--- src/assert_macros.svh ---
// Assertion helpers shared by the RTL.
`ifndef ASSERT_MACROS_SVH
`define ASSERT_MACROS_SVH

`ifndef SYNTHESIS

// Check that a condition holds on every clock edge out of reset.
`define STOK_ASSERT_ALWAYS(lbl, clk, rst_n, cond, msg) \
    lbl: assert property (@(posedge clk) disable iff (!rst_n) (cond)) else $error(msg);

// Check that an antecedent implies a consequent in the same cycle.
`define STOK_ASSERT_IMP(lbl, clk, rst_n, ante, cons, msg) \
    lbl: assert property (@(posedge clk) disable iff (!rst_n) (ante) |-> (cons)) \
        else $error(msg);

// Check that an antecedent implies a consequent in the next cycle.
`define STOK_ASSERT_NEXT(lbl, clk, rst_n, ante, cons, msg) \
    lbl: assert property (@(posedge clk) disable iff (!rst_n) (ante) |=> (cons)) \
        else $error(msg);

`else

`define STOK_ASSERT_ALWAYS(lbl, clk, rst_n, cond, msg)
`define STOK_ASSERT_IMP(lbl, clk, rst_n, ante, cons, msg)
`define STOK_ASSERT_NEXT(lbl, clk, rst_n, ante, cons, msg)

`endif

`endif

--- src/stok_pkg.sv ---
package stok_pkg;

    localparam int BYTE_W      = 8;
    localparam int TOKEN_LEN_W = 10;
    localparam int LINE_W      = 24;
    localparam int SLOT_N      = 3;

    localparam logic [BYTE_W-1:0] CHAR_NUL   = 8'h00;
    localparam logic [BYTE_W-1:0] CHAR_NL    = 8'h0A;
    localparam logic [BYTE_W-1:0] CHAR_QUOTE = 8'h22;
    localparam logic [BYTE_W-1:0] CHAR_SLASH = 8'h2F;
    localparam logic [BYTE_W-1:0] SPACE_MAX  = 8'd32;

    localparam logic [LINE_W-1:0] LINE_ONE = 24'd1;
    localparam logic [LINE_W-1:0] LINE_MAX = 24'hFFFFFF;

    localparam logic [1:0] KIND_BYTE  = 2'd0;
    localparam logic [1:0] KIND_END   = 2'd1;
    localparam logic [1:0] KIND_EOS   = 2'd2;
    localparam logic [1:0] KIND_ERROR = 2'd3;

    localparam logic [1:0] ERR_LINE  = 2'd0;
    localparam logic [1:0] ERR_QUOTE = 2'd1;
    localparam logic [1:0] ERR_LONG  = 2'd2;

    typedef enum logic [2:0] {
        MODE_SPACE   = 3'd0,
        MODE_SLASH   = 3'd1,
        MODE_COMMENT = 3'd2,
        MODE_BARE    = 3'd3,
        MODE_QUOTED  = 3'd4,
        MODE_ERROR   = 3'd5
    } mode_t;

    typedef struct packed {
        logic [BYTE_W-1:0] data_byte;
        logic              allow_crossline;
    } stok_in_t;

    typedef struct packed {
        logic [1:0]             kind;
        logic [BYTE_W-1:0]      token_byte;
        logic [TOKEN_LEN_W-1:0] token_length;
        logic [1:0]             error_code;
        logic [LINE_W-1:0]      line_number;
        logic                   last;
    } stok_out_t;

    // One result slot, without the fields shared by the whole bundle.
    typedef struct packed {
        logic [1:0]             kind;
        logic [BYTE_W-1:0]      token_byte;
        logic [TOKEN_LEN_W-1:0] token_length;
        logic [1:0]             error_code;
    } rslt_t;

    // All results caused by one input beat.
    typedef struct packed {
        logic [1:0]              cnt;
        logic [LINE_W-1:0]       line_number;
        rslt_t [SLOT_N-1:0]      slots;
    } bundle_t;

    function automatic rslt_t mk_byte(input logic [BYTE_W-1:0] b);
        rslt_t r;
        r = '0;
        r.kind       = KIND_BYTE;
        r.token_byte = b;
        return r;
    endfunction

    function automatic rslt_t mk_end(input logic [TOKEN_LEN_W-1:0] len);
        rslt_t r;
        r = '0;
        r.kind         = KIND_END;
        r.token_length = len;
        return r;
    endfunction

    function automatic rslt_t mk_err(input logic [1:0] code);
        rslt_t r;
        r = '0;
        r.kind       = KIND_ERROR;
        r.error_code = code;
        return r;
    endfunction

    function automatic rslt_t mk_eos();
        rslt_t r;
        r = '0;
        r.kind = KIND_EOS;
        return r;
    endfunction

endpackage

--- src/script_tokenizer.sv ---
// Script tokenizer: splits a stream of script bytes into tokens.
// Input channel s_valid/s_ready/s_data carries one script byte per beat plus
// allow_crossline. Output channel m_valid/m_ready/m_data carries result beats:
// token bytes, token ends with length, end of script, or errors; the final
// beat caused by an input byte has last set. One input byte yields 0 to 3
// result beats.
// Path: a byte lands in the input register, is decoded combinationally
// against the scan state, and its results are loaded into the result
// register that drives m_data.
// Throughput: one byte per cycle while each byte gives at most one result
// and the receiver is ready; a byte with several results holds the next byte
// while the single output port drains the result register one beat per cycle.
// Bytes with no result (spaces, comments) pass at one per cycle regardless.
// Reset (aresetn low, synchronous) empties both registers, puts the scanner
// in space-skipping mode with line count 1. When the receiver stalls, the
// result register holds; one more byte waits in the input register and then
// s_ready drops, so no beat is lost.
`include "assert_macros.svh"

module script_tokenizer
    import stok_pkg::*;
#(
    parameter int MAX_TOKEN = 1024
) (
    input  logic      aclk,
    input  logic      aresetn,
    input  logic      s_valid,
    output logic      s_ready,
    input  stok_in_t  s_data,
    output logic      m_valid,
    input  logic      m_ready,
    output stok_out_t m_data
);

    localparam int LEN_W = $clog2(MAX_TOKEN + 1);
    localparam logic [LEN_W-1:0] MAX_LEN = LEN_W'(MAX_TOKEN);

    // Input register.
    logic              in_valid_reg;
    stok_in_t          in_beat_reg;

    // Scan state.
    mode_t             mode_reg;
    mode_t             mode_next;
    logic [LINE_W-1:0] line_reg;
    logic [LINE_W-1:0] line_next;
    logic [LEN_W-1:0]  len_reg;
    logic [LEN_W-1:0]  len_next;

    bundle_t           bundle;
    logic              can_load;
    logic              adv;

    // Advance the held byte when its results fit in the result register;
    // a byte with no results never waits on the output side.
    assign adv     = in_valid_reg && ((bundle.cnt == 2'd0) || can_load);
    assign s_ready = !in_valid_reg || adv;

    always_ff @(posedge aclk) begin
        if (!aresetn) begin
            in_valid_reg <= 1'b0;
        end else if (s_ready) begin
            in_valid_reg <= s_valid;
        end
    end

    always_ff @(posedge aclk) begin
        if (s_ready && s_valid) begin
            in_beat_reg <= s_data;
        end
    end

    always_ff @(posedge aclk) begin
        if (!aresetn) begin
            mode_reg <= MODE_SPACE;
            line_reg <= LINE_ONE;
            len_reg  <= '0;
        end else if (adv) begin
            mode_reg <= mode_next;
            line_reg <= line_next;
            len_reg  <= len_next;
        end
    end

    stok_step #(
        .MAX_TOKEN (MAX_TOKEN),
        .LEN_W     (LEN_W)
    ) u_step (
        .mode      (mode_reg),
        .line      (line_reg),
        .len       (len_reg),
        .beat      (in_beat_reg),
        .mode_next (mode_next),
        .line_next (line_next),
        .len_next  (len_next),
        .bundle    (bundle)
    );

    stok_out u_out (
        .aclk     (aclk),
        .aresetn  (aresetn),
        .load     (adv && (bundle.cnt != 2'd0)),
        .bundle   (bundle),
        .can_load (can_load),
        .m_valid  (m_valid),
        .m_ready  (m_ready),
        .m_data   (m_data)
    );

    // Line count never drops to zero.
    `STOK_ASSERT_ALWAYS(a_line_nonzero, aclk, aresetn, line_reg != '0,
        "line count is zero")

    // Byte 0 always rewinds the line count, whatever mode it hits.
    `STOK_ASSERT_NEXT(a_nul_rewinds, aclk, aresetn,
        adv && (in_beat_reg.data_byte == CHAR_NUL), line_reg == LINE_ONE,
        "byte 0 did not reset line count")

    // Inside a token the length stays below the limit.
    `STOK_ASSERT_IMP(a_len_bound, aclk, aresetn,
        (mode_reg == MODE_BARE) || (mode_reg == MODE_QUOTED), len_reg < MAX_LEN,
        "token length over limit")

endmodule

--- src/stok_step.sv ---
module stok_step
    import stok_pkg::*;
#(
    parameter int MAX_TOKEN = 1024,
    parameter int LEN_W     = $clog2(MAX_TOKEN + 1)
) (
    input  mode_t             mode,
    input  logic [LINE_W-1:0] line,
    input  logic [LEN_W-1:0]  len,
    input  stok_in_t          beat,
    output mode_t             mode_next,
    output logic [LINE_W-1:0] line_next,
    output logic [LEN_W-1:0]  len_next,
    output bundle_t           bundle
);

    localparam logic [LEN_W-1:0] MAX_LEN = LEN_W'(MAX_TOKEN);
    localparam logic [LEN_W-1:0] ONE_LEN = LEN_W'(1);
    localparam logic [LEN_W-1:0] TWO_LEN = LEN_W'(2);

    logic [BYTE_W-1:0] b;
    logic              xline;
    logic [LINE_W-1:0] line_inc;
    logic [LEN_W-1:0]  len_inc;
    logic              cur_fail;
    logic              one_fail;
    logic              two_fail;

    // Separator handling, shared by several modes.
    logic              sp_emit;
    rslt_t             sp_rslt;
    mode_t             sp_mode;
    logic [LINE_W-1:0] sp_line;
    logic [LEN_W-1:0]  sp_len;

    assign b        = beat.data_byte;
    assign xline    = beat.allow_crossline;
    assign line_inc = (line != LINE_MAX) ? line + LINE_ONE : line;
    assign len_inc  = len + ONE_LEN;
    assign cur_fail = (len_inc >= MAX_LEN);
    assign one_fail = (ONE_LEN >= MAX_LEN);
    assign two_fail = (TWO_LEN >= MAX_LEN);

    always_comb begin
        sp_emit = 1'b0;
        sp_rslt = '0;
        sp_mode = MODE_SPACE;
        sp_line = line;
        sp_len  = len;
        if (b == CHAR_NUL) begin
            sp_emit = 1'b1;
            sp_line = LINE_ONE;
            sp_rslt = xline ? mk_eos() : mk_err(ERR_LINE);
        end else if (b == CHAR_NL) begin
            if (!xline) begin
                sp_emit = 1'b1;
                sp_rslt = mk_err(ERR_LINE);
                sp_mode = MODE_ERROR;
            end else begin
                sp_line = line_inc;
            end
        end else if (b <= SPACE_MAX) begin
            sp_mode = MODE_SPACE;
        end else if (b == CHAR_SLASH) begin
            sp_mode = MODE_SLASH;
        end else if (b == CHAR_QUOTE) begin
            sp_mode = MODE_QUOTED;
            sp_len  = '0;
        end else begin
            sp_emit = 1'b1;
            sp_len  = ONE_LEN;
            if (one_fail) begin
                sp_rslt = mk_err(ERR_LONG);
                sp_mode = MODE_ERROR;
            end else begin
                sp_rslt = mk_byte(b);
                sp_mode = MODE_BARE;
            end
        end
    end

    always_comb begin
        mode_next          = mode;
        line_next          = line;
        len_next           = len;
        bundle             = '0;
        bundle.line_number = line;
        case (mode)
            MODE_SLASH: begin
                if (b == CHAR_SLASH) begin
                    if (!xline) begin
                        bundle.slots[0] = mk_err(ERR_LINE);
                        bundle.cnt      = 2'd1;
                        mode_next       = MODE_ERROR;
                    end else begin
                        mode_next = MODE_COMMENT;
                    end
                end else if (one_fail) begin
                    bundle.slots[0] = mk_err(ERR_LONG);
                    bundle.cnt      = 2'd1;
                    mode_next       = MODE_ERROR;
                    len_next        = ONE_LEN;
                end else begin
                    // Release the held slash as the first token byte.
                    bundle.slots[0] = mk_byte(CHAR_SLASH);
                    len_next        = ONE_LEN;
                    if (b > SPACE_MAX) begin
                        len_next   = TWO_LEN;
                        bundle.cnt = 2'd2;
                        if (two_fail) begin
                            bundle.slots[1] = mk_err(ERR_LONG);
                            mode_next       = MODE_ERROR;
                        end else begin
                            bundle.slots[1] = mk_byte(b);
                            mode_next       = MODE_BARE;
                        end
                    end else begin
                        bundle.slots[1] = mk_end(TOKEN_LEN_W'(ONE_LEN));
                        bundle.slots[2] = sp_rslt;
                        bundle.cnt      = sp_emit ? 2'd3 : 2'd2;
                        mode_next       = sp_mode;
                        line_next       = sp_line;
                    end
                end
            end
            MODE_COMMENT: begin
                if (b == CHAR_NUL) begin
                    bundle.slots[0] = sp_rslt;
                    bundle.cnt      = {1'b0, sp_emit};
                    mode_next       = sp_mode;
                    line_next       = sp_line;
                end else if (b == CHAR_NL) begin
                    line_next = line_inc;
                    mode_next = MODE_SPACE;
                end else begin
                    mode_next = MODE_COMMENT;
                end
            end
            MODE_BARE: begin
                if (b > SPACE_MAX) begin
                    len_next   = len_inc;
                    bundle.cnt = 2'd1;
                    if (cur_fail) begin
                        bundle.slots[0] = mk_err(ERR_LONG);
                        mode_next       = MODE_ERROR;
                    end else begin
                        bundle.slots[0] = mk_byte(b);
                    end
                end else begin
                    bundle.slots[0] = mk_end(TOKEN_LEN_W'(len));
                    bundle.slots[1] = sp_rslt;
                    bundle.cnt      = sp_emit ? 2'd2 : 2'd1;
                    mode_next       = sp_mode;
                    line_next       = sp_line;
                end
            end
            MODE_QUOTED: begin
                bundle.cnt = 2'd1;
                if (b == CHAR_QUOTE) begin
                    bundle.slots[0] = mk_end(TOKEN_LEN_W'(len));
                    mode_next       = MODE_SPACE;
                end else if (b == CHAR_NUL) begin
                    bundle.slots[0] = mk_err(ERR_QUOTE);
                    mode_next       = MODE_SPACE;
                    line_next       = LINE_ONE;
                end else begin
                    len_next = len_inc;
                    if (cur_fail) begin
                        bundle.slots[0] = mk_err(ERR_LONG);
                        mode_next       = MODE_ERROR;
                    end else begin
                        bundle.slots[0] = mk_byte(b);
                    end
                end
            end
            MODE_ERROR: begin
                if (b == CHAR_NUL) begin
                    bundle.slots[0] = mk_eos();
                    bundle.cnt      = 2'd1;
                    mode_next       = MODE_SPACE;
                    line_next       = LINE_ONE;
                end
            end
            default: begin
                bundle.slots[0] = sp_rslt;
                bundle.cnt      = {1'b0, sp_emit};
                mode_next       = sp_mode;
                line_next       = sp_line;
                len_next        = sp_len;
            end
        endcase
    end

endmodule

--- src/stok_out.sv ---
module stok_out
    import stok_pkg::*;
(
    input  logic      aclk,
    input  logic      aresetn,
    input  logic      load,
    input  bundle_t   bundle,
    output logic      can_load,
    output logic      m_valid,
    input  logic      m_ready,
    output stok_out_t m_data
);

    bundle_t    bnd_reg;
    logic       bnd_valid_reg;
    logic [1:0] idx_reg;
    logic       is_last;
    rslt_t      slot;

    assign is_last  = (idx_reg == bnd_reg.cnt - 2'd1);
    assign can_load = !bnd_valid_reg || (m_ready && is_last);
    assign m_valid  = bnd_valid_reg;
    assign slot     = bnd_reg.slots[idx_reg];

    always_comb begin
        m_data.kind         = slot.kind;
        m_data.token_byte   = slot.token_byte;
        m_data.token_length = slot.token_length;
        m_data.error_code   = slot.error_code;
        m_data.line_number  = bnd_reg.line_number;
        m_data.last         = is_last;
    end

    always_ff @(posedge aclk) begin
        if (!aresetn) begin
            bnd_valid_reg <= 1'b0;
            idx_reg       <= 2'd0;
        end else if (load) begin
            bnd_valid_reg <= 1'b1;
            idx_reg       <= 2'd0;
        end else if (bnd_valid_reg && m_ready) begin
            if (is_last) begin
                bnd_valid_reg <= 1'b0;
                idx_reg       <= 2'd0;
            end else begin
                idx_reg <= idx_reg + 2'd1;
            end
        end
    end

    always_ff @(posedge aclk) begin
        if (load) begin
            bnd_reg <= bundle;
        end
    end

endmodule

--- config.mk ---
export PLATFORM = sky130hd
export DESIGN_NAME = script_tokenizer
export DESIGN_NICKNAME = d
export VERILOG_FILES = /design/src/stok_pkg.sv /design/src/script_tokenizer.sv /design/src/stok_step.sv /design/src/stok_out.sv
export VERILOG_INCLUDE_DIRS = /design/src /design/src/src
export SDC_FILE = /design/constraint.sdc
export NUM_CORES = 1
export LEC_CHECK = 0
export ABC_AREA = 1
export BUFFER_PORTS_ARGS = -buffer_cell sky130_fd_sc_hd__buf_2
export CAP_MARGIN = 25
export CORE_UTILIZATION = 62
export DETAILED_ROUTE_END_ITERATION = 16
export PLACE_DENSITY_LB_ADDON = 0.1
export SLEW_MARGIN = 15
export SYNTH_ARGS = -nofsm -noshare
export SYNTH_HDL_FRONTEND = slang
export SYNTH_HIERARCHICAL = 1
export SYNTH_SLANG_ARGS = --single-unit
--- constraint.sdc ---
create_clock -name aclk -period 9.89 [get_ports aclk]
set_clock_uncertainty 0.05 [all_clocks]
set_input_delay 0.4945 -clock aclk [delete_from_list [all_inputs] [get_ports aclk]]
set_output_delay 0.4945 -clock aclk [all_outputs]
set_load 0.05 [all_outputs]
; ---- After elaboration in Yosys (flattened, before gate mapping)
; Index checks and enable logic that the tools add are counted.
; Widths: inputs -> output; s select.
[word_totals]
reg_bits = 143
latchBits = 0
ram_bits = 0
romBits = 0
input_bits = 13
output_inout_bits = 49
word_cells = 154
memories = 0
[op_classes]
addsub = 4
mul = 0
n_div = 0
n_lt_le_gt_ge = 4
n_eq_ne = 20
shifts = 0
muxes = 79
bitwise_logic = 3
reduce_logical = 22
[ops]
columns = cell, count
row1 = $mux 22, 14
row2 = $mux 24, 10
row3 = $pmux 24 s5, 1
row4 = $pmux 22 s5, 1
row5 = $mux 11, 8
row6 = $mux 21, 3
row7 = $mux 3, 15
row8 = $bmux 22 s2, 1
row9 = $pmux 11 s4, 1
row10 = $pmux 22 s2, 1
row11 = $add 24x1->24 const B, 1
row12 = $ne 24x24->1 const B, 1
row13 = $mux 20, 1
row14 = $eq 8x6->1 const B, 2
row15 = $pmux 3 s5, 1
row16 = $mux 1, 14
row17 = $mux 2, 7
row18 = $add 11x1->11 const B, 1
row19 = $ge 11x11->1 const B, 1
row20 = $pmux 2 s5, 1
row21 = $reduce_and 10->1, 1
row22 = $eq 8x4->1 const B, 1
row23 = $gt 8x6->1 const B, 1
row24 = $le 8x6->1 const B, 1
row25 = 22 further kinds, 43

; ---- Logic depth before layout (Yosys ltp)
[depth]
depth_word = 16
depth_mapped = 19
ltp_nobuf = 18

; ---- Cells and area by module
; Netlist, hierarchy kept.
[by_module_without_submodules]
columns = module, n_inst, cells_each, area_each_um2, seq_area_each_um2
row1 = stok_step, 1, 817, 3992.6, 0.0
row2 = stok_out, 1, 249, 3613.5, 2822.7
row3 = script_tokenizer, 1, 269, 2018.2, 1051.0

; ---- Worst setup path before layout
; Ideal clock, no wire load.
[synth_timing]
path_kind = register to register
startpoint = register in_beat_reg[4] (netlist bit)
endpoint = register u_out.idx_reg[1]
setup_time_ns = 0.109
arrival_ns = 7.115
t_required_ns = 9.731
slack_ns = 2.617
stages_incl_launch_ff = 19
path_buffers = 1
period_less_slack_ns = 7.273
path_cell_list = edfxtp_1 nor2_1 inv_1 nor2_2 nand2_2 nand2_1 o21ai_1 nand2_1 nand3_1 o21a_1 o21ai_2 buf_4 nand2_1 a21oi_1 inv_1 nand3_1 nor2_1 nand2_1 inv_1
[synth_rtl]
columns = item, line
row1 = "start, declared", script_tokenizer.sv:40  ; stok_in_t in_beat_reg;
row2 = "start signal, assigned", script_tokenizer.sv:69  ; in_beat_reg <= s_data;
row3 = "end signal, assigned", stok_out.sv:46  ; idx_reg <= idx_reg + 2'd1;
row4 = "end, declared", stok_out.sv:16  ; logic [1:0] idx_reg;

==> results.py <==
metrics = {
    "status": {
        "outcome": "finished with violations",
        "violations": "design-rule violations",
    },
    "power": {
        "peakVddDrop_mv": 0.130,
        "internal_power_mw": 1.13,
        "p_per_area_nw_per_um2": 171,
        "pwr-share-comb": 0.203,
        "p_sw_mw": 0.582,
        "total_leakage_power_nw": 4.14,
        "p_sw_frac": 0.340,
        "clkPwrFrac": 0.369,
        "p_seq_frac": 0.428,
    },
    "grt": {
        "antenna_found_initial": 0,
        "first_global_vias": 7336,
        "grt_pass1_wl_mm": 37.9,
        "grt_util_all_layers": 0.303,
        "gr-total-overflow": 0,
        "grt_max_degree": 85,
    },
    "placed_design": {
        "gp_congestion": 0.916,
        "io_buffers": 61,
        "hpwl_mm": 15.7,
    },
    "detailed_routing": {
        "firstDrtPassIters": 12,
        "avgRoutedWirePerCell_um": 15.7,
        "drt-total-wl_mm": 23.7,
        "drt-initial-drc-count": 927,
        "drc_errors": 2,
        "ant_nets": 0,
        "routed_via_density": 5.67,
        "via_count": 8556,
    },
    "worst_setup_path": {
        "r2r_cells": 17,
        "arrival_ns": 4.16,
        "r2r_end": "u_out/idx_reg[0]",
        "critPathTopFamily": "buffers and inverters",
        "critical_path_required_ns": 10.11,
        "worstSetupEndpointType": "flip-flop",
        "path_cells": "nor2_1, inv_1, nor2_2, nand2_2, inv_2, o21ai_1, nand2_1, nand3_1, o21a_1, o21ai_4, nand2_1, a21oi_4, buf_4, buf_16, inv_1, nand4_1, a31oi_1",
        "reg2reg_slack_ns": 5.95,
        "critical_path_class": "flip-flop to flip-flop",
        "rr_startpoint": "in_beat_reg[3]",
        "critPathLaunchType": "flip-flop",
        "crit_path_max_incr_delay_ns": 0.43,
        "cp_num_buf_inv": 5,
        "cp_max_fo": 63,
        "crit_slowest_cell": "edfxtp_1",
    },
    "floorplan": {
        "fp-row-count": 45,
        "die_y_um": 127,
        "start_util": 0.633,
        "io_pins": 62,
        "dieArea_sq_um": 16000,
        "core_sq_um": 15200,
        "fp.dieW_um": 127,
    },
    "timing": {
        "drv_slew": 0,
        "timing.final.crit_share": 0.398,
        "min_period_ns": 3.94,
        "max_freq_mhz": 254,
        "setup_viol": 0,
        "grt_setup_unrepaired": "no",
        "worstMarginPinSlew_ns": 1.05,
        "max-slew-margin-rel": 0.298,
        "tns_ns": 0,
        "finalHoldViolCount": 0,
        "whs_ns": 0.186,
    },
    "cells_and_area": {
        "drive_gt1_frac": 0.115,
        "syn_to_final_growth_pct": 4.12,
        "final_common_cell": "nand2_1",
        "antennaDiodeCount": 0,
        "fillCellCount": 1327,
        "largest_reg_flops": 68,
        "fin_nets": 1323,
        "layout_common_cells": "nand2_1 (251), nand3_1 (164), nor2_1 (146)",
    },
    "yosys": {
        "synth_ff_type": "edfxtp_1",
        "yosys_warnings": 6,
        "yosysUniqueCellTypes": 41,
        "synth-async-reset-ratio": 0,
        "postSynthAreaPerCell_sq_um": 7.21,
        "synth_edf_count": 101,
        "synth_cells": 1335,
        "ys_ff_latch": 143,
        "yosysSeqAreaShare": 0.402,
        "netlist_area_sq_um": 9620,
    },
    "cts": {
        "cts_tree": "done",
        "numCtsBuffers": 17,
        "cts_htree_levels": 4,
        "cts_sinks": 143,
        "clock-root-buffer": "clkbuf_16",
        "cts_resized": 0,
        "clk_latency_ns": 0.43,
        "cts_buffer_depth": 2,
        "clkTransAtPathRegs_ns": 0.07,
        "ctsHoldBuffers": 0,
        "postCtsSetupBuffers": 0,
    },
    "min_path": {
        "hold_end": "in_beat_reg[2]",
        "hold_path_depth": 1,
        "hp-class": "input pin to flip-flop",
        "hp-start": "s_data[2]",
    },
    "flow_run": {
        "maxCapViolCount": 0,
    },
}
==> cells in the mapped netlist, types with 2 or more instances <==
| cell | count | share of area |
|---|---|---|
| nand3b_1 | 2 | 0.0016 |
| a21oi_1 | 105 | 0.055 |
| a31oi_1 | 3 | 0.0020 |
| o21ai_1 | 55 | 0.029 |
| edfxtp_1 | 101 | 0.32 |
| nand2_2 | 14 | 0.0091 |
| inv_2 | 21 | 0.0082 |
| buf_4 | 88 | 0.069 |
| o22ai_1 | 4 | 0.0026 |
| ha_1 | 3 | 0.0039 |
| nor2_2 | 5 | 0.0033 |
| o21ai_0 | 64 | 0.033 |
| nor2_1 | 146 | 0.057 |
| xnor2_1 | 2 | 0.0018 |
| nand3_2 | 2 | 0.0021 |
| buf_1 | 3 | 0.0012 |
| dfxtp_1 | 42 | 0.087 |
| nand2_1 | 251 | 0.098 |
| o21ai_2 | 2 | 0.0018 |
| inv_1 | 131 | 0.051 |
| buf_2 | 31 | 0.016 |
| nand3_1 | 164 | 0.085 |
| nor3_1 | 9 | 0.0047 |
| and3_1 | 3 | 0.0020 |
| xor2_1 | 17 | 0.015 |
| o211ai_1 | 8 | 0.0062 |
| buf_6 | 2 | 0.0023 |
| nor2_4 | 6 | 0.0070 |
| clkbuf_1 | 19 | 0.0074 |
| nand4_1 | 21 | 0.014 |
==> cell type report <==
cell class / instances / area, sq um / share of cell area
multi-input combinational: 927 / 4390 / 0.438
sequential: 143 / 3870 / 0.387
inverter: 152 / 571 / 0.0569
clock buffer: 17 / 425 / 0.0425
timing repair buffer: 66 / 363 / 0.0362
tap: 188 / 235 / 0.0235
clock inverter: 15 / 161 / 0.0161
==> logic make-up after synthesis <==
family | count (synthesis) | synth area share
xor+xnor | 19 | 0.0173
buf+inv | 295 | 0.155
other cells | 1 | 0.000390
simple gates | 627 | 0.287
compound gates | 247 | 0.134
fa+ha+maj | 3 | 0.00390
flops | 143 | 0.402
==> power by group through the flow <==
stage / combinational [mW] / sequential, mW / clock [mW]
after global routing: 0.382 / 0.737 / 0.668
final: 0.347 / 0.731 / 0.632
after floorplan: 0.299 / 0.735 / 0
after detailed placement: 0.338 / 0.744 / 0
after CTS: 0.340 / 0.732 / 0.642
after global placement: 0.336 / 0.743 / 0
==> per-layer routing <==
layer  vias up  track usage  wire (um)
met5         -            0          0
met4         0        0.103        313
met3        31       0.0426       1760
met2       373        0.453      10500
met1      3887        0.449      11100
li1       4265            -          -
==> through the flow <==
stage / power, mW / cells / utilization / instance area (sq um) / worst slack [ns]
2_1_floorplan: 1.03 / 1365 / - / 9740 / 2.62
3_3_place_gp: 1.08 / 1475 / 0.619 / 9410 / 5.85
3_5_place_dp: 1.08 / 1475 / 0.619 / 9410 / 5.70
4_1_cts: 1.71 / 1507 / 0.657 / 9990 / 5.71
5_1_grt: 1.79 / 1508 / 0.659 / 10000 / 5.65
6_report: 1.71 / 1508 / 0.659 / 10000 / 5.95
==> worst max path at each step <==
stage,start,endpoint,cells after the start
floorplan,in_beat_reg[4],u_out/idx_reg[1],18
global placement,in_beat_reg[3],u_out/idx_reg[1],18
detailed placement,in_beat_reg[4],u_out/idx_reg[1],18
CTS,in_beat_reg[4],u_out/idx_reg[1],15
global route,in_beat_reg[4],u_out/idx_reg[0],14
finish,in_beat_reg[3],u_out/idx_reg[0],17
No activity file was read; power rests on OpenSTA's default activity.
